==> config.mk <==
export PLATFORM = sky130hd
export DESIGN_NAME = ansi_csi_escape_parser_top
export DESIGN_NICKNAME = d
export VERILOG_FILES = /design/src/hw/rtl/acep_pkg.sv /design/src/hw/rtl/acep_parser.sv /design/src/hw/rtl/ansi_csi_escape_parser_top.sv
export VERILOG_INCLUDE_DIRS = /design/src /design/src/hw/rtl
export SDC_FILE = /design/constraint.sdc
export NUM_CORES = 1
export LEC_CHECK = 0
export ABC_CLOCK_PERIOD_IN_PS = 6200
export BUFFER_PORTS_ARGS = -buffer_cell sky130_fd_sc_hd__buf_4
export CELL_PAD_IN_SITES_DETAIL_PLACEMENT = 0
export CELL_PAD_IN_SITES_GLOBAL_PLACEMENT = 1
export CORE_ASPECT_RATIO = 0.7
export CORE_MARGIN = 4
export CORE_UTILIZATION = 52
export DETAILED_ROUTE_END_ITERATION = 10
export HOLD_SLACK_MARGIN = 0.1
export PLACE_DENSITY_LB_ADDON = 0.1
export SETUP_SLACK_MARGIN = 0.2
export SYNTH_ARGS = -nofsm -noshare
export SYNTH_HDL_FRONTEND = slang
export SYNTH_SLANG_ARGS = --single-unit
==> constraint.sdc <==
create_clock -name clk -period 6.2 [get_ports clk]
set_clock_uncertainty 0.15 [all_clocks]
set_input_delay 0.31 -clock clk [delete_from_list [all_inputs] [get_ports clk]]
set_output_delay 0.31 -clock clk [all_outputs]
set_load 0.01 [all_outputs]
==> src/hw/rtl/ansi_csi_escape_parser_top_macros.svh <==
// ----------------------------------------------------------------------------
// ansi csi escape parser assertion macros
// concurrent check wrappers, empty when synthesizing
// ----------------------------------------------------------------------------
`ifndef ANSI_CSI_ESCAPE_PARSER_TOP_MACROS_SVH
`define ANSI_CSI_ESCAPE_PARSER_TOP_MACROS_SVH

`ifndef SYNTHESIS
// same-cycle implication
`define ACEP_ASSERT_IMP(lbl, ante, cons) \
	lbl: assert property (@(posedge clk) disable iff (!arst_n) (ante) |-> (cons)) \
		else $error("acep assertion failed");
// next-cycle implication
`define ACEP_ASSERT_NXT(lbl, ante, cons) \
	lbl: assert property (@(posedge clk) disable iff (!arst_n) (ante) |=> (cons)) \
		else $error("acep assertion failed");
`else
`define ACEP_ASSERT_IMP(lbl, ante, cons)
`define ACEP_ASSERT_NXT(lbl, ante, cons)
`endif

`endif

==> src/hw/rtl/acep_pkg.sv <==
// ----------------------------------------------------------------------------
// acep_pkg
// shared types and character codes of the csi escape parser
// ----------------------------------------------------------------------------
package acep_pkg;

	typedef enum logic [2:0] {
		MODE_NORMAL = 3'b001,
		MODE_ESC    = 3'b010,
		MODE_CSI    = 3'b100
	} mode_t;

	typedef enum logic [4:0] {
		CMD_PRINT       = 5'd0,
		CMD_RESET       = 5'd1,
		CMD_SET_CURSOR  = 5'd2,
		CMD_UP          = 5'd3,
		CMD_DOWN        = 5'd4,
		CMD_RIGHT       = 5'd5,
		CMD_LEFT        = 5'd6,
		CMD_ERASE_S_END = 5'd7,
		CMD_ERASE_S_BEG = 5'd8,
		CMD_ERASE_S_ALL = 5'd9,
		CMD_ERASE_L_END = 5'd10,
		CMD_ERASE_L_BEG = 5'd11,
		CMD_ERASE_L_ALL = 5'd12,
		CMD_SCROLL      = 5'd13,
		CMD_ECHO        = 5'd14,
		CMD_INSERT      = 5'd15,
		CMD_DEMO_ENTER  = 5'd16,
		CMD_DEMO_EXIT   = 5'd17
	} cmd_t;

	typedef struct packed {
		logic       valid;
		cmd_t       cmd;
		logic [7:0] arg_a;
		logic [7:0] arg_b;
		logic       flag;
	} res_t;

	localparam logic [7:0] CH_ESC   = 8'h1B;
	localparam logic [7:0] CH_LBRKT = 8'h5B;
	localparam logic [7:0] CH_LOW_C = 8'h63;
	localparam logic [7:0] CH_SEMI  = 8'h3B;
	localparam logic [7:0] CH_QMARK = 8'h3F;
	localparam logic [7:0] CH_0     = 8'h30;
	localparam logic [7:0] CH_9     = 8'h39;
	localparam logic [7:0] CH_UP_A  = 8'h41;
	localparam logic [7:0] CH_UP_B  = 8'h42;
	localparam logic [7:0] CH_UP_C  = 8'h43;
	localparam logic [7:0] CH_UP_D  = 8'h44;
	localparam logic [7:0] CH_UP_H  = 8'h48;
	localparam logic [7:0] CH_UP_J  = 8'h4A;
	localparam logic [7:0] CH_UP_K  = 8'h4B;
	localparam logic [7:0] CH_UP_Z  = 8'h5A;
	localparam logic [7:0] CH_LOW_A = 8'h61;
	localparam logic [7:0] CH_LOW_F = 8'h66;
	localparam logic [7:0] CH_LOW_H = 8'h68;
	localparam logic [7:0] CH_LOW_L = 8'h6C;
	localparam logic [7:0] CH_LOW_Z = 8'h7A;

	localparam logic [15:0] VAL_INSERT = 16'd4;
	localparam logic [15:0] VAL_ECHO   = 16'd100;
	localparam logic [15:0] VAL_DEMO   = 16'd101;

endpackage

==> src/hw/rtl/acep_parser.sv <==
// ----------------------------------------------------------------------------
// acep_parser
// parse state registers and single-byte step logic
// ----------------------------------------------------------------------------
`include "ansi_csi_escape_parser_top_macros.svh"

module acep_parser #(
	parameter int PARAM_CHAR_LIMIT = 7
) (
	input  logic            clk,
	input  logic            arst_n,
	input  logic            step,
	input  logic [7:0]      rx_byte,
	input  logic            demo_active,
	output acep_pkg::res_t  res
);

	localparam int CW = $clog2(PARAM_CHAR_LIMIT + 1);
	localparam logic [CW-1:0] LIMIT = CW'(PARAM_CHAR_LIMIT);

	acep_pkg::mode_t mode_q, mode_d;
	logic [CW-1:0]   chars_q, chars_d;
	logic [1:0]      field_q, field_d;
	logic [15:0]     v0_q, v0_d;
	logic [15:0]     v1_q, v1_d;
	logic            p0_q, p0_d;
	logic            p1_q, p1_d;
	logic            priv_q, priv_d;

	logic            any;
	logic            v0_pos;
	logic            v1_pos;
	logic [7:0]      cnt;
	logic [15:0]     digit;
	logic [15:0]     v0_acc;
	logic [15:0]     v1_acc;
	logic [15:0]     v0_m1;
	logic [15:0]     v1_m1;
	logic            enable;
	acep_pkg::res_t  ex;

	assign any    = p0_q | p1_q;
	assign v0_pos = (v0_q != 16'd0) && !v0_q[15];
	assign v1_pos = (v1_q != 16'd0) && !v1_q[15];
	assign cnt    = (any && v0_pos) ? v0_q[7:0] : 8'd1;
	assign digit  = {12'd0, rx_byte[3:0]};
	assign v0_acc = (v0_q << 3) + (v0_q << 1) + digit;
	assign v1_acc = (v1_q << 3) + (v1_q << 1) + digit;
	assign v0_m1  = v0_q - 16'd1;
	assign v1_m1  = v1_q - 16'd1;
	assign enable = (rx_byte == acep_pkg::CH_LOW_H);

	// final letter decode
	always_comb begin
		ex = '0;
		ex.cmd = acep_pkg::CMD_PRINT;
		case (rx_byte)
			acep_pkg::CH_UP_H, acep_pkg::CH_LOW_F: begin
				ex.valid = 1'b1;
				ex.cmd   = acep_pkg::CMD_SET_CURSOR;
				if (p1_q) begin
					ex.arg_a = v1_pos ? v1_m1[7:0] : 8'd0;
					ex.arg_b = v0_pos ? v0_m1[7:0] : 8'd0;
				end
			end
			acep_pkg::CH_UP_A: begin
				ex.valid = 1'b1;
				ex.cmd   = acep_pkg::CMD_UP;
				ex.arg_a = cnt;
			end
			acep_pkg::CH_UP_B: begin
				ex.valid = 1'b1;
				ex.cmd   = acep_pkg::CMD_DOWN;
				ex.arg_a = cnt;
			end
			acep_pkg::CH_UP_C: begin
				ex.valid = 1'b1;
				ex.cmd   = acep_pkg::CMD_RIGHT;
				ex.arg_a = cnt;
			end
			acep_pkg::CH_UP_D: begin
				ex.valid = 1'b1;
				ex.cmd   = acep_pkg::CMD_LEFT;
				ex.arg_a = cnt;
			end
			acep_pkg::CH_UP_J, acep_pkg::CH_UP_K: begin
				if (!priv_q) begin
					if (v0_q == 16'd0 || !any) begin
						ex.valid = 1'b1;
						ex.cmd   = (rx_byte == acep_pkg::CH_UP_J) ?
							acep_pkg::CMD_ERASE_S_END : acep_pkg::CMD_ERASE_L_END;
					end else if (v0_q == 16'd1) begin
						ex.valid = 1'b1;
						ex.cmd   = (rx_byte == acep_pkg::CH_UP_J) ?
							acep_pkg::CMD_ERASE_S_BEG : acep_pkg::CMD_ERASE_L_BEG;
					end else if (v0_q == 16'd2) begin
						ex.valid = 1'b1;
						ex.cmd   = (rx_byte == acep_pkg::CH_UP_J) ?
							acep_pkg::CMD_ERASE_S_ALL : acep_pkg::CMD_ERASE_L_ALL;
					end
				end
			end
			acep_pkg::CH_LOW_H, acep_pkg::CH_LOW_L: begin
				if (priv_q) begin
					if (v0_q == acep_pkg::VAL_INSERT) begin
						ex.valid = 1'b1;
						ex.cmd   = acep_pkg::CMD_SCROLL;
						ex.flag  = enable;
					end else if (v0_q == acep_pkg::VAL_ECHO) begin
						ex.valid = 1'b1;
						ex.cmd   = acep_pkg::CMD_ECHO;
						ex.flag  = enable;
					end else if (v0_q == acep_pkg::VAL_DEMO) begin
						if (enable && !demo_active) begin
							ex.valid = 1'b1;
							ex.cmd   = acep_pkg::CMD_DEMO_ENTER;
						end else if (!enable && demo_active) begin
							ex.valid = 1'b1;
							ex.cmd   = acep_pkg::CMD_DEMO_EXIT;
						end
					end
				end else if (v0_q == acep_pkg::VAL_INSERT) begin
					ex.valid = 1'b1;
					ex.cmd   = acep_pkg::CMD_INSERT;
					ex.flag  = enable;
				end
			end
			default: begin
				ex.valid = 1'b0;
			end
		endcase
	end

	// byte step
	always_comb begin
		mode_d  = mode_q;
		chars_d = chars_q;
		field_d = field_q;
		v0_d    = v0_q;
		v1_d    = v1_q;
		p0_d    = p0_q;
		p1_d    = p1_q;
		priv_d  = priv_q;
		res     = '0;
		res.cmd = acep_pkg::CMD_PRINT;
		case (mode_q)
			acep_pkg::MODE_NORMAL: begin
				if (rx_byte == acep_pkg::CH_ESC) begin
					mode_d = acep_pkg::MODE_ESC;
				end else begin
					res.valid = 1'b1;
					res.arg_a = rx_byte;
				end
			end
			acep_pkg::MODE_ESC: begin
				if (rx_byte == acep_pkg::CH_LBRKT) begin
					mode_d  = acep_pkg::MODE_CSI;
					chars_d = '0;
					field_d = 2'd0;
					v0_d    = 16'd0;
					v1_d    = 16'd0;
					p0_d    = 1'b0;
					p1_d    = 1'b0;
					priv_d  = 1'b0;
				end else begin
					mode_d    = acep_pkg::MODE_NORMAL;
					res.valid = 1'b1;
					if (rx_byte == acep_pkg::CH_LOW_C) begin
						res.cmd = acep_pkg::CMD_RESET;
					end else begin
						res.arg_a = rx_byte;
					end
				end
			end
			acep_pkg::MODE_CSI: begin
				if (rx_byte inside {[acep_pkg::CH_0:acep_pkg::CH_9], acep_pkg::CH_SEMI}) begin
					if (chars_q < LIMIT) begin
						chars_d = chars_q + CW'(1);
						if (rx_byte == acep_pkg::CH_SEMI) begin
							if (field_q != 2'd2) begin
								field_d = field_q + 2'd1;
							end
						end else if (field_q == 2'd0) begin
							v0_d = v0_acc;
							p0_d = 1'b1;
						end else if (field_q == 2'd1) begin
							v1_d = v1_acc;
							p1_d = 1'b1;
						end
					end
				end else if (rx_byte == acep_pkg::CH_QMARK) begin
					priv_d = 1'b1;
				end else begin
					mode_d = acep_pkg::MODE_NORMAL;
					if (rx_byte inside {[acep_pkg::CH_UP_A:acep_pkg::CH_UP_Z],
						[acep_pkg::CH_LOW_A:acep_pkg::CH_LOW_Z]}) begin
						res = ex;
					end
				end
			end
			default: begin
				mode_d = acep_pkg::MODE_NORMAL;
			end
		endcase
	end

	always_ff @(posedge clk or negedge arst_n) begin
		if (!arst_n) begin
			mode_q  <= acep_pkg::MODE_NORMAL;
			chars_q <= '0;
			field_q <= 2'd0;
			v0_q    <= 16'd0;
			v1_q    <= 16'd0;
			p0_q    <= 1'b0;
			p1_q    <= 1'b0;
			priv_q  <= 1'b0;
		end else if (step) begin
			mode_q  <= mode_d;
			chars_q <= chars_d;
			field_q <= field_d;
			v0_q    <= v0_d;
			v1_q    <= v1_d;
			p0_q    <= p0_d;
			p1_q    <= p1_d;
			priv_q  <= priv_d;
		end
	end

	`ACEP_ASSERT_IMP(a_chars_limit, 1'b1, chars_q <= LIMIT)
	`ACEP_ASSERT_IMP(a_field_range, 1'b1, field_q != 2'd3)
	`ACEP_ASSERT_NXT(a_csi_entry, step && mode_q == acep_pkg::MODE_ESC && rx_byte == acep_pkg::CH_LBRKT, chars_q == '0 && !p0_q && !p1_q && !priv_q)

endmodule

==> src/hw/rtl/ansi_csi_escape_parser_top.sv <==
// an accepted byte waits in the input register, then its command is registered
// throughput: one byte per cycle, stalls only when out_ready holds a waiting command
// the input register feeds the parser step and the command register when out_free
// reset: arst_n clears the parser to normal text mode and empties both registers
// ----------------------------------------------------------------------------
// ansi_csi_escape_parser_top
// terminal byte stream to command decoder with input and result registers
// ----------------------------------------------------------------------------
`include "ansi_csi_escape_parser_top_macros.svh"

module ansi_csi_escape_parser_top #(
	parameter int PARAM_CHAR_LIMIT = 7
) (
	input  logic       clk,
	input  logic       arst_n,
	input  logic       in_valid,
	output logic       in_ready,
	input  logic [7:0] rx_byte,
	input  logic       demo_active,
	output logic       out_valid,
	input  logic       out_ready,
	output logic [4:0] command,
	output logic [7:0] arg_a,
	output logic [7:0] arg_b,
	output logic       mode_flag
);

	logic           valid_s1;
	logic [7:0]     byte_s1;
	logic           demo_s1;
	logic           out_free;
	logic           adv;
	acep_pkg::res_t res;
	acep_pkg::res_t out_q;

	assign out_free = !out_q.valid || out_ready;
	assign adv      = valid_s1 && out_free;
	assign in_ready = !valid_s1 || out_free;

	always_ff @(posedge clk or negedge arst_n) begin
		if (!arst_n) begin
			valid_s1 <= 1'b0;
		end else if (in_ready) begin
			valid_s1 <= in_valid;
		end
	end

	always_ff @(posedge clk) begin
		if (in_ready && in_valid) begin
			byte_s1 <= rx_byte;
			demo_s1 <= demo_active;
		end
	end

	acep_parser #(
		.PARAM_CHAR_LIMIT(PARAM_CHAR_LIMIT)
	) u_parser (
		.clk        (clk),
		.arst_n     (arst_n),
		.step       (adv),
		.rx_byte    (byte_s1),
		.demo_active(demo_s1),
		.res        (res)
	);

	always_ff @(posedge clk or negedge arst_n) begin
		if (!arst_n) begin
			out_q <= '0;
		end else begin
			if (out_free) begin
				out_q.valid <= adv && res.valid;
			end
			if (adv && res.valid) begin
				out_q.cmd   <= res.cmd;
				out_q.arg_a <= res.arg_a;
				out_q.arg_b <= res.arg_b;
				out_q.flag  <= res.flag;
			end
		end
	end

	assign out_valid = out_q.valid;
	assign command   = out_q.cmd;
	assign arg_a     = out_q.arg_a;
	assign arg_b     = out_q.arg_b;
	assign mode_flag = out_q.flag;

	`ACEP_ASSERT_IMP(a_ready_when_free, out_ready || !out_valid, in_ready)
	`ACEP_ASSERT_IMP(a_cmd_range, out_valid, command <= 5'd17)
	`ACEP_ASSERT_IMP(a_row_only_cursor,
		out_valid && command != acep_pkg::CMD_SET_CURSOR, arg_b == 8'd0)
	`ACEP_ASSERT_IMP(a_flag_only_modes, out_valid && mode_flag,
		command == acep_pkg::CMD_SCROLL || command == acep_pkg::CMD_ECHO ||
		command == acep_pkg::CMD_INSERT)

endmodule
## Word-level counts from Yosys, hierarchy flattened

Index checks and enable logic that the tools add are counted.

- Register bits: 76
- Bits of input ports: 13
- Word-level logic and storage cells: 190

- Add/subtract/negate cells: 8
- Order comparisons: 7
- Eq/ne operators: 38
- Multiplexer cells: 81
- Bitwise logic cells: 1
- Reductions and logical operators: 39

Operators by type and width:

| operator | count |
|---|---|
| 16-bit 2-to-1 mux | 11 |
| 8-bit by 7-bit == test with 1-bit output, second input constant | 12 |
| 23-bit 2-to-1 mux | 3 |
| 6-bit 2-to-1 mux | 11 |
| 16-bit one-hot mux with 2 select lines | 2 |
| 8-bit 2-to-1 mux | 6 |
| 5-bit one-hot mux with 7 select lines | 1 |
| 16-bit adder | 2 |
| 16-bit by 4-bit adder with 16-bit output | 2 |
| 16-bit by 7-bit == test with 1-bit output, second input constant | 2 |
| 16-bit nonzero test | 2 |
| 3-bit 2-to-1 mux | 8 |
| 8-bit one-hot mux with 3 select lines | 1 |
| 1-bit 2-to-1 mux | 19 |
| 2-bit by 1-bit inequality test with 1-bit output, second input constant | 9 |
| 16-bit by 1-bit == test with 1-bit output, second input constant | 1 |
| 16-bit by 2-bit == test with 1-bit output, second input constant | 1 |
| 16-bit by 3-bit == test with 1-bit output, second input constant | 1 |
| 8-bit by 6-bit == test with 1-bit output, second input constant | 2 |
| 8-bit by 7-bit >= comparator with 1-bit output, second input constant | 2 |
| 8-bit by 7-bit less-or-equal comparator with 1-bit output, second input constant | 2 |
| 16-bit zero test | 1 |
| 8-bit one-hot mux with 2 select lines | 1 |
| 8-bit by 1-bit subtractor with 8-bit output, second input constant | 2 |
| other kinds (34) | 70 |

## Logic depth before layout (Yosys ltp)

Gate-level depths: netlist of run 1.

- Depth in word-level cells: 15
- Mapped depth: 10
- Depth with buffers taken out: 10

## Modules after synthesis

Synthesis of run 1 repeated with hierarchy kept, for this count alone.

- Cell total of the unflattened synthesis: 639
- Area total of the unflattened synthesis: 6003.3 sq um

By module, submodules not included:

| module | times used | cells each | area each (sq um) | seq. area each (sq um) |
|---|---|---|---|---|
| acep_parser | 1 | 573 | 4715.8 | 1077.3 |
| ansi_csi_escape_parser_top | 1 | 66 | 1287.5 | 870.8 |

## Least setup slack after synthesis of run 1

No wires, ideal clock.

- Path kind: register -> register
- Start: register byte_s1[4]
- End: register, netlist name arg_a[0]
- Arrival: 2.760 ns
- Required time: 5.925 ns
- Setup slack: 3.165 ns
- Cell stages (with the launch flop): 11
- Cell sequence: edfxtp_1 -> or3b_1 -> buf_2 -> nor2_1 -> nand3_1 -> ha_1 -> nor4_1 -> a2111oi_1 -> o31ai_4 -> buf_6 -> mux2_4

- Longest elaborated chain between the ends: 15
- Elaborated cells on any way between the ends: 52
- Those cells by class: order compare: 6; eq/ne: 15; mux: 17; reduce/logical: 14

RTL lines:

| item | RTL line | RTL |
|---|---|---|
| start: declaration | ansi_csi_escape_parser_top.sv:29 | `logic [7:0] byte_s1;` |
| start signal: assignment | ansi_csi_escape_parser_top.sv:50 | `byte_s1 <= rx_byte;` |
| 8-bit by 7-bit == test with 1-bit output | acep_parser.sv:51, acep_parser.sv:57 |  |
| 1-bit zero test | acep_parser.sv:117 | `end else if (!enable && demo_active) begin` |
| 1-bit logical AND | acep_parser.sv:117 |  |
| 6-bit 2-to-1 mux | acep_parser.sv:117 |  |
| 6-bit 2-to-1 mux | acep_parser.sv:114 | `if (enable && !demo_active) begin` |
| 6-bit 2-to-1 mux | acep_parser.sv:113 | `end else if (v0_q == acep_pkg::VAL_DEMO) begin` |
| 6-bit 2-to-1 mux | acep_parser.sv:109 | `end else if (v0_q == acep_pkg::VAL_ECHO) begin` |
| 6-bit 2-to-1 mux | acep_parser.sv:105 | `if (v0_q == acep_pkg::VAL_INSERT) begin` |
| 6-bit 2-to-1 mux | acep_parser.sv:104 | `if (priv_q) begin` |
| 1-bit one-hot mux with 3 select lines | acep_parser.sv:57 | `case (rx_byte)` |
| 23-bit 2-to-1 mux | acep_parser.sv:195 | `if (rx_byte inside {[acep_pkg::CH_UP_A:acep_pkg::CH_UP_Z],` |
| 23-bit 2-to-1 mux | acep_parser.sv:191 | `end else if (rx_byte == acep_pkg::CH_QMARK) begin` |
| 23-bit 2-to-1 mux | acep_parser.sv:176 | `if (rx_byte inside {[acep_pkg::CH_0:acep_pkg::CH_9], acep_pkg::CH_SEMI}) begin` |
| 1-bit one-hot mux with 3 select lines | acep_parser.sv:146 | `case (mode_q)` |
| 1-bit logical AND | ansi_csi_escape_parser_top.sv:73 | `if (adv && res.valid) begin` |

Several ways; a longest one is shown, not always the timed one.
A chain may end at the register's enable or synchronous reset.

## Worst setup path in the final report of run 1

- Start: register u_parser.v0_q[15]
- End: register, netlist name arg_a[7]

- Longest elaborated chain between the ends: 11
- Elaborated cells on any way between the ends: 29
- Those cells by class: eq/ne: 5; mux: 17; reduce/logical: 7

RTL lines:

| item | RTL line | RTL |
|---|---|---|
| start: declaration | acep_parser.sv:24 | `logic [15:0] v0_q, v0_d;` |
| start signal: assignment | acep_parser.sv:221 | `v0_q <= v0_d;` |
| 16-bit by 7-bit == test with 1-bit output or 16-bit by 2-bit == test with 1-bit output (tied branches) | acep_parser.sv:113, acep_parser.sv:96 |  |
| 6-bit 2-to-1 mux, on equally long branches | acep_parser.sv:113, acep_parser.sv:96 |  |
| 6-bit 2-to-1 mux, on equally long branches | acep_parser.sv:109, acep_parser.sv:92 |  |
| 6-bit 2-to-1 mux, on equally long branches | acep_parser.sv:105, acep_parser.sv:88 |  |
| 6-bit 2-to-1 mux, on equally long branches | acep_parser.sv:104, acep_parser.sv:87 |  |
| 1-bit one-hot mux with 3 select lines | acep_parser.sv:57 |  |
| 23-bit 2-to-1 mux (*) | acep_parser.sv:195 |  |
| 23-bit 2-to-1 mux (*) | acep_parser.sv:191 |  |
| 23-bit 2-to-1 mux (*) | acep_parser.sv:176 |  |
| 1-bit one-hot mux with 3 select lines | acep_parser.sv:146 |  |
| 1-bit logical AND | ansi_csi_escape_parser_top.sv:73 |  |

Mark *: on every way between the ends. The rest lies on a longest branch, timed or not.

==> results of run 1 <==
state kept, by name, indices dropped and copies added (netlist names), 3 cells and up:
name / cells
u_parser.v0_q: 16
u_parser.v1_q: 16
arg_a: 8
arg_b: 8
byte_s1: 8
command: 5
u_parser.chars_q: 3
u_parser.mode_q: 3
worst max-delay path, stage by stage (launching register included):
cell                        delay, ps
sky130_fd_sc_hd__dfrtp_1          470
sky130_fd_sc_hd__nor4_1           700
sky130_fd_sc_hd__nand4b_1         350
sky130_fd_sc_hd__a2111oi_2        590
sky130_fd_sc_hd__a2111oi_1        200
sky130_fd_sc_hd__o31ai_4          250
sky130_fd_sc_hd__buf_4            390
sky130_fd_sc_hd__mux2_2           380
repair_timing:
action                                 in CTS  in global routing
gates resized for setup                     0                  0
endpoints found under the hold margin      76                  0
hold buffers                               11                  0
metal layers:
metal / wire length (microns) / vias up
li1: - / 2486
met1: 8079 / 2473
met2: 6800 / 136
met3: 714 / 13
met4: 124 / 0
met5: 0 / -
power groups by stage:
stage	combinational (W)	clock, W	sequential (W)
after floorplan	0.000234	0	0.000581
after global placement	0.000313	0	0.000601
after detailed placement	0.000319	0	0.000604
after CTS	0.000326	0.000623	0.000595
after global routing	0.000356	0.000647	0.000602
final	0.000327	0.000621	0.000596
cells by family after synthesis:
| family | synth area share [%] |
|---|---|
| adder cells (fa/ha/maj) | 14.42 |
| buffers and inverters | 3.346 |
| XOR/XNOR | 5.237 |
| multiplexers | 5.403 |
| AND/OR/NAND/NOR | 21.47 |
| AO/OA/AOI/OAI | 17.77 |
| flip-flops | 32.36 |
layout by cell type, fill, tap and decap left out, types with 15 or more instances in the layout:
| master | synthesis | final |
|---|---|---|
| sky130_fd_sc_hd__nand2_1 | 67 | 67 |
| sky130_fd_sc_hd__dfrtp_1 | 66 | 66 |
| sky130_fd_sc_hd__ha_1 | 63 | 63 |
| sky130_fd_sc_hd__o21ai_0 | 48 | 48 |
| sky130_fd_sc_hd__nor2_1 | 41 | 41 |
| sky130_fd_sc_hd__buf_4 | 0 | 38 |
| sky130_fd_sc_hd__inv_1 | 21 | 21 |
| sky130_fd_sc_hd__nor3_1 | 19 | 19 |
| sky130_fd_sc_hd__xnor2_1 | 18 | 18 |
| sky130_fd_sc_hd__xor2_1 | 18 | 18 |
| sky130_fd_sc_hd__nand3_1 | 15 | 15 |
| sky130_fd_sc_hd__a21oi_1 | 15 | 15 |
through the flow:
step	hold slack [ps]	util, %
2_1_floorplan	-135.6	-
3_3_place_gp	320.4	57.07
3_5_place_dp	325.1	57.07
4_1_cts	141.5	61.17
5_1_grt	178.7	61.21
6_report	145.1	61.21
layout make-up:
class                   count  area [sq um]  share of cell area, %
clock buffers               9         225.2                  3.294
clock inverters             7         122.6                  1.793
inverters                  21         78.83                  1.153
multi-input cells         528          3876                  56.69
flip-flops and latches     76          1948                  28.49
well taps                 153         191.4                  2.800
repair buffers             49         395.4                  5.782
worst max-delay path by stage:
stage / cells past startpoint / start / endpoint / slack (ps)
after global placement: 7 / u_parser.v0_q[12] / arg_a[7] / 2680
after CTS: 9 / byte_s1[7] / command[3] / 2590
after global routing: 9 / byte_s1[3] / command[3] / 2380
after detailed placement: 9 / byte_s1[7] / arg_a[4] / 2620
final: 7 / u_parser.v0_q[15] / arg_a[7] / 2590
after floorplan: 10 / byte_s1[4] / arg_a[0] / 3160
==> out/qor.txt, run 1 <==
Count of final max-slew check failures = 0
Fraction of layout instances using a drive strength above 1 = 12.46%
Combinational share of power = 21.2%
Number of synthesized register bits = 76
Result of the run = finished, final reports clean
Reg-to-Reg End = arg_a[7]
Residual DRC = 0
Die outline area = 0.01339 sq mm
Number of I/O port buffers = 36
Hold Path Origin = out_ready
Number of instances in the placed design = 816
RSZ-0062 raised after global routing = no
Post-Syn Area = 0.006021 sq mm
Die Wd = 136.6 microns
Final worst-path cycle share = 58.26%
Post-synth net total = 733
Final weighted congestion in routability-driven placement = 0.8712
Worst reg-to-reg setup slack = 2590 ps
Worst supply voltage drop on vdd = 0.0001371 V
Mean routed wirelength per cell = 18.65 microns
Final setup violation count = 0
Portion of synthesized cell area occupied by the leading cell type = 27.43%
CP Data Required Time = 6270 ps
Overflow left after global routing = 0
Total vias in the final route = 5108
Highest Clock Rate = 276.9 MHz
Area of the core = 0.01117 sq mm
Portion of total power attributed to sequential cells = 38.6%
Top area cells in the synthesized netlist = sky130_fd_sc_hd__dfrtp_1 27%, sky130_fd_sc_hd__ha_1 13%, sky130_fd_sc_hd__edfxtp_1 4.5%, sky130_fd_sc_hd__nand2_1 4.2%, sky130_fd_sc_hd__o21ai_0 4.0%
Post-CTS repair timing setup buffer count = 0
Most frequent cells after synthesis = 67 x sky130_fd_sc_hd__nand2_1, 66 x sky130_fd_sc_hd__dfrtp_1, 63 x sky130_fd_sc_hd__ha_1
Cell leakage power = 3.145 nW
Critical path launch point type = flop
Post-Place Cell Area = 0.006375 sq mm
Worst-case reg-to-reg path depth = 7
Post-synthesis sequential area ratio = 32.36%
Endpoint of the worst hold path = valid_s1
Final Non-Filler Cells = 843
Syn. warnings = 0
First-pass GRT wire length = 25820 microns
Proportion of total power due to net switching = 29.86%
Antenna cell count = 0
Asr flop ratio synth = 88.16%
Portion of total power attributed to the clock network = 40.2%
Met1 layer usage reported by global route = 36.98%
Net count reported at finish = 765
Router iterations before antenna repair = 5
Post-route antenna net violation count = 0
Initial detailed-routing violation count = 337
HPWL after DPL = 11720 microns
Total number of clock tree sinks = 76
Maximum number of pins on one net before global-route repair = 68
Power per Cell Area = 225.8 mW/mm^2
Worst min path class = primary input to flop
Number of global-route vias before repair = 4867
Maximum root-to-sink buffer count = 2
Syn-to-layout area delta = 13.57%
Number of synthesized flops with an enable pin = 9
Worst hold stages = 4
Cell at the root of the clock tree = sky130_fd_sc_hd__clkbuf_16
Final wirelength = 15720 microns
Max-cap violations = 0
Cts bufs inserted = 9
Max H-tree Level = 3
Setup tns final = 0 ps
Die H = 98.03 microns
Average cell area after synthesis = 9.220 sq um
Num rows = 32
Primary flip-flop cell chosen by synthesis mapping = sky130_fd_sc_hd__dfrtp_1
WS Path Type = flop to flop
Global routing usage summed across all routing layers = 24.15%
Top-count cell post-synth = sky130_fd_sc_hd__nand2_1
Maximum fanout encountered on the critical timing path = 23
Fin. Hold Viols = 0
Global Route met2 Usage = 35.92%
M3 GR Usage = 4.377%
Initial cell density of the core = 53.90%
Initial antenna violation count = 0
Final design instance area without fill = 0.006838 sq mm
Crit end category = flop
Top Ports = 37
Worst slack, placed = 2621 ps
Actual transition at the worst max-transition pin = 1099 ps
Cell variety after synth = 76
CTS tree = built
Highest-utilization routing layer at the global route stage = met1
Clock insertion delay at the later pin of the skew report = 350 ps
Slew margin rel. = 26.26%
Least setup slack across all paths after layout = 2588 ps
P_sw = 0.0004610 W
Worst EP arrival = 3680 ps
Vias per cell = 6.059
Filler cells = 964
Final Total Pwr = 0.001544 W
Mapped Cells = 653
Clk pin slew, worst setup/hold paths = 60 ps
Final Critical Period = 3612 ps
Cell taking the most area after synthesis = sky130_fd_sc_hd__dfrtp_1
Worst flop-to-flop path startpoint = u_parser.v0_q[15]
Cell internal power dissipation = 0.001083 W
(Power assumes the default switching activity.)
==> run 2, diff against run 1 <==
ABC_CLOCK_PERIOD_IN_PS = 3000   (was 6200)
CORE_UTILIZATION = 44   (was 52)
clock period = 3 ns   (was 6.2 ns; I/O delays follow)
==> out/qor.txt, run 2 (same netlist as run 1, synthesis figures left out) <==
Cell internal power dissipation = 0.002508 W
Power per Cell Area = 449.4 mW/mm^2
Most common cell after layout, fill and taps aside = sky130_fd_sc_hd__buf_4
Overflow left after global routing = 0
Highest Clock Rate = 334.9 MHz
Die Wd = 147.8 microns
Worst supply voltage drop on vdd = 0.0004169 V
Actual transition at the worst max-transition pin = 920.4 ps
Count of final max-slew check failures = 0
Maximum root-to-sink buffer count = 2
Number of I/O port buffers = 36
Crit end category = flop
Number of global-route vias before repair = 5392
Top delay family on crit path = compound AO/OA/AOI/OAI gates
Worst min path class = primary input to asynchronous set/reset pin
Final worst-path cycle share = 99.54%
Slew margin rel. = 38.64%
Mean routed wirelength per cell = 19.82 microns
CTS tree = built
WS Path Type = flop to flop
Clk pin slew, worst setup/hold paths = 60 ps
Final weighted congestion in routability-driven placement = 0.9261
Cell at the root of the clock tree = sky130_fd_sc_hd__clkbuf_16
Cell Chain, Critical Path = inv_1 > ha_1 > buf_4 > nand2_1 > a2111oi_4 > a2111oi_4 > o31ai_4 > buf_4 > buf_6 > buf_12 > mux2_4
Critical path origin = u_parser.v0_q[0]
Worst flop-to-flop path startpoint = u_parser.v0_q[0]
Global routing usage summed across all routing layers = 24.70%
Max-cap violations = 0
First-pass GRT wire length = 30410 microns
Final wirelength = 19070 microns
Die outline area = 0.01565 sq mm
Area of the core = 0.01327 sq mm
CP max-delay cell = sky130_fd_sc_hd__dfrtp_1
Portion of total power attributed to the clock network = 34.8%
Largest registers = u_parser.v0_q: 16 flops, u_parser.v1_q: 16 flops
Result of the run = finished, final reports clean
Proportion of total power due to net switching = 30.21%
Top Ports = 37
Net count reported at finish = 852
Die H = 105.9 microns
Clock insertion delay at the later pin of the skew report = 340 ps
Maximum number of pins on one net before global-route repair = 68
CP Buf/Inv Count = 5
Initial cell density of the core = 45.37%
RSZ-0062 raised after global routing = yes
Post-route antenna net violation count = 0
Fin. Hold Viols = 0
Final Total Pwr = 0.003593 W
Critical path launch point type = flop
Cell leakage power = 3.653 nW
Final setup violation count = 0
Num rows = 35
Router iterations before antenna repair = 6
Maximum fanout encountered on the critical timing path = 10
Commonest cells after routing, fill and taps aside = 108 x sky130_fd_sc_hd__buf_4, 67 x sky130_fd_sc_hd__nand2_1, 63 x sky130_fd_sc_hd__dfrtp_1, 58 x sky130_fd_sc_hd__ha_1, 43 x sky130_fd_sc_hd__o21ai_0
Vias per cell = 5.854
Initial detailed-routing violation count = 496
Final Critical Period = 2986 ps
Total vias in the final route = 5632
P_sw = 0.001085 W
Post-layout utilization of the core = 60.25%
CP Data Required Time = 3060 ps
Largest incremental delay on the critical path = 500 ps
Syn-to-layout area delta = 32.79%
Max H-tree Level = 3
Cts bufs inserted = 9
Initial antenna violation count = 0
Total number of clock tree sinks = 76
Portion of total power attributed to sequential cells = 34.2%
HPWL after DPL = 13770 microns
Combinational share of power = 31.0%
Worst EP arrival = 3050 ps
Antenna cell count = 0
Residual DRC = 0
Fraction of layout instances using a drive strength above 1 = 28.96%
-- run 2: cell types whose count changed in the layout (fill, tap and decap cells not counted), sizes merged --
cell | previous run | this run
clkinvlp | 2 | 0
dlygate4sd3 | 11 | 13
inv | 22 | 21
buf | 38 | 123
clkinv | 1 | 2
clkbuf | 9 | 11
-- run 2: per-layer routing --
| metal | GRT usage (%) | routed length [microns] | up-vias |
|---|---|---|---|
| li1 | - | - | 2668 |
| met1 | 38.14 | 9585 | 2762 |
| met2 | 35.36 | 7945 | 189 |
| met3 | 6.274 | 1400 | 13 |
| met4 | 3.428 | 137 | 0 |
| met5 | 0 | 0 | - |
-- run 2: worst paths after layout --
check | endpoint | depth (start not counted) | slack, ps
setup / recovery | arg_a[4] | 11 | 10
hold / removal | u_parser.v0_q[14] | 2 | 330
setup reg to reg | arg_a[4] | 11 | 10
hold reg to reg | u_parser.p0_q | 2 | 330
max in group asynchronous | u_parser.v1_q[0] | 2 | 1680
min in group clk | u_parser.p0_q | 2 | 330
-- run 2: power groups by stage --
stage	Sequential, W	Clock (W)	Combinational, W
CTS	0.00122	0.00128	0.00103
detailed placement	0.00124	0	0.000787
finish	0.00123	0.00125	0.00111
global route	0.00124	0.00133	0.00117
global placement	0.00124	0	0.000779
floorplan	0.00120	0	0.000484
-- run 2: per-stage QoR --
step | instance area, sq um | instances | setup TNS, ps | setup slack (ps) | hold slack [ps]
floorplan | 6042 | 653 | 0 | 91.37 | -295.6
global placement | 6857 | 899 | 0 | 52.62 | 178.6
detailed placement | 6857 | 899 | 0 | 4.859 | 179.3
CTS | 7751 | 953 | 0 | 73.00 | 330.6
global route | 7995 | 962 | -1460 | -92.92 | 343.5
finish | 7995 | 962 | 0 | 13.88 | 331.1
-- run 2: repair_timing --
item                                   CTS  global route
pin swaps                               14            26
hold buffers                            13             0
setup endpoints to repair               37            47
resized for setup                       44            43
gates cloned                             2             0
endpoints found under the hold margin   77             0
setup buffers                           23             9
-- run 2: area by class of cell --
class,count,area (sq um)
clock buffer,11,232.7
clock inverter,5,100.1
fill,1169,5274
inverter,21,78.83
multi-input combinational,528,4223
sequential,76,1952
tap,185,231.5
timing repair buffer,136,1177
-- run 2: worst reg2reg max path, cell delays in order (launching register included) --
cell	delay (ps)
sky130_fd_sc_hd__dfrtp_1	500
sky130_fd_sc_hd__inv_1	160
sky130_fd_sc_hd__ha_1	210
sky130_fd_sc_hd__buf_4	190
sky130_fd_sc_hd__nand2_1	120
sky130_fd_sc_hd__a2111oi_4	460
sky130_fd_sc_hd__a2111oi_4	100
sky130_fd_sc_hd__o31ai_4	260
sky130_fd_sc_hd__buf_4	150
sky130_fd_sc_hd__buf_6	120
sky130_fd_sc_hd__buf_12	130
sky130_fd_sc_hd__mux2_4	300
==> run 3, diff against run 2 <==
CTS_BUF_LIST = sky130_fd_sc_hd__clkbuf_16   (was not set)
==> out/qor.txt, run 3 (same netlist as run 1, synthesis figures left out) <==
Result of the run = finished, final reports clean
Met1 layer usage reported by global route = 38.01%
Global routing usage summed across all routing layers = 24.71%
Number of instances in the placed design = 899
Critical path origin = u_parser.v0_q[14]
Smallest hold slack = 330.8 ps
Worst EP arrival = 3040 ps
Slew margin rel. = 37.70%
Cell at the root of the clock tree = sky130_fd_sc_hd__clkbuf_16
Crit end category = flop
Actual transition at the worst max-transition pin = 934.4 ps
Most common cell after layout, fill and taps aside = sky130_fd_sc_hd__buf_4
Initial detailed-routing violation count = 462
Mean routed wirelength per cell = 19.62 microns
Multi-input gate area in the final layout = 0.004215 sq mm
P_sw = 0.001079 W
Final weighted congestion in routability-driven placement = 0.9261
Fin. Hold Viols = 0
Initial antenna violation count = 0
Crit path capture = arg_a[6]
Final wirelength = 18950 microns
CP Data Required Time = 3070 ps
Cell internal power dissipation = 0.002489 W
Commonest cells after routing, fill and taps aside = 113 x sky130_fd_sc_hd__buf_4, 67 x sky130_fd_sc_hd__nand2_1, 61 x sky130_fd_sc_hd__dfrtp_1, 55 x sky130_fd_sc_hd__ha_1, 43 x sky130_fd_sc_hd__o21ai_0
Die H = 105.9 microns
Num rows = 35
RSZ-0062 raised after global routing = yes
Largest registers = u_parser.v0_q: 16 flops, u_parser.v1_q: 16 flops
CTS tree = built
Portion of total power attributed to sequential cells = 34.4%
Clk pin slew, worst setup/hold paths = 60 ps
Number of global-route vias before repair = 5408
Total vias in the final route = 5651
Combinational share of power = 30.6%
Worst reg-to-reg setup slack = 30 ps
Clock insertion delay at the later pin of the skew report = 340 ps
Worst-case reg-to-reg path depth = 11
Highest Clock Rate = 336.2 MHz
Power per Cell Area = 444.6 mW/mm^2
Net count reported at finish = 856
First-pass GRT wire length = 30420 microns
WS Path Type = flop to flop
Top Ports = 37
Maximum root-to-sink buffer count = 2
Initial cell density of the core = 45.37%
HPWL after DPL = 13770 microns
Post-route antenna net violation count = 0
Post-layout utilization of the core = 60.48%
Maximum fanout encountered on the critical timing path = 5
Final Non-Filler Cells = 966
M3 GR Usage = 6.274%
Total number of clock tree sinks = 76
Least setup slack across all paths after layout = 25.18 ps
Worst flop-to-flop path startpoint = u_parser.v0_q[14]
Vias per cell = 5.850
Total area of sequential cells = 0.001954 sq mm
Filler cells = 1165
Worst slack, placed = 4.859 ps
Residual DRC = 0
Worst hold stages = 2
Count of final max-slew check failures = 0
Hold Path Origin = u_parser.p0_q
Final setup violation count = 0
Overflow left after global routing = 0
Final worst-path cycle share = 99.16%
Worst min path class = flop to flop
Die outline area = 0.01565 sq mm
Syn-to-layout area delta = 33.29%
Antenna cell count = 0
Maximum number of pins on one net before global-route repair = 68
Proportion of total power due to net switching = 30.24%
Fraction of layout instances using a drive strength above 1 = 29.45%
Portion of total power attributed to the clock network = 34.9%
Max-cap violations = 0
Worst supply voltage drop on vdd = 0.0004144 V
Die Wd = 147.8 microns
Area of the core = 0.01327 sq mm
Reg-to-Reg End = arg_a[6]
Highest-utilization routing layer at the global route stage = met1
Max H-tree Level = 3
Global Route met2 Usage = 35.56%
Router iterations before antenna repair = 6
Final Critical Period = 2975 ps
Cell leakage power = 3.663 nW
Number of I/O port buffers = 36
Cts bufs inserted = 9
Critical path launch point type = flop
run 3: cell count changes in the layout (fill, tap and decap cells not counted), moves of 2 or more:
cell,delta
sky130_fd_sc_hd__ha_1,-3
sky130_fd_sc_hd__inv_1,+2
sky130_fd_sc_hd__buf_4,+5
sky130_fd_sc_hd__clkbuf_1,-2
sky130_fd_sc_hd__dfrtp_1,-2
sky130_fd_sc_hd__ha_4,+2
sky130_fd_sc_hd__buf_6,-2
sky130_fd_sc_hd__dfrtp_2,+2
run 3: worst min-delay path by stage:
stage | endpoint
finish | u_parser.p0_q
global route | u_parser.p0_q
CTS | u_parser.p0_q
detailed placement | byte_s1[0]
global placement | byte_s1[6]
floorplan | arg_a[0]
run 3: per-stage QoR:
stage	cell area (sq um)	power [W]	TNS, ps
global route	8025	0.003717	-1518
global placement	6857	0.002015	0
detailed placement	6857	0.002027	0
floorplan	6042	0.001685	0
finish	8025	0.003568	0
CTS	7787	0.003522	0
run 3: area by class of cell:
type                            instances  area share (%)
Tap cell                              185           2.884
Sequential cell                        76           24.35
Clock inverter                          7           1.341
Clock buffer                            9           2.806
Multi-Input combinational cell        528           52.53
Timing Repair Buffer                  140           15.11
Inverter                               21          0.9822
run 3: critical path, cell delays in order, from the launching register on:
cell	delay (ps)
sky130_fd_sc_hd__dfrtp_1	410
sky130_fd_sc_hd__nor4_2	310
sky130_fd_sc_hd__buf_4	170
sky130_fd_sc_hd__nand4b_1	140
sky130_fd_sc_hd__buf_4	190
sky130_fd_sc_hd__nor4_4	370
sky130_fd_sc_hd__a2111oi_4	140
sky130_fd_sc_hd__o31ai_4	260
sky130_fd_sc_hd__buf_4	150
sky130_fd_sc_hd__buf_6	120
sky130_fd_sc_hd__buf_16	130
sky130_fd_sc_hd__mux2_4	300
run 3: routing by layer:
layer,routed length [microns],share of wire (%)
met5,0,0
met4,77,0.41
met3,1593,8.4
met2,7957,42
met1,9321,49
run 3: power groups by stage:
stage               Clock, W  Sequential [W]  Combinational (W)
floorplan                  0         0.00120           0.000484
global placement           0         0.00124           0.000779
detailed placement         0         0.00124           0.000787
CTS                  0.00128         0.00122            0.00102
global route         0.00132         0.00124            0.00116
finish               0.00125         0.00123            0.00109
run 3: timing repair:
item | CTS | global route
pin swaps | 19 | 20
hold endpoints to repair | 77 | 0
endpoints found under the setup margin | 37 | 48
setup buffers | 25 | 11
hold buffers | 13 | 0
gates resized for setup | 45 | 38
cloned | 2 | 0
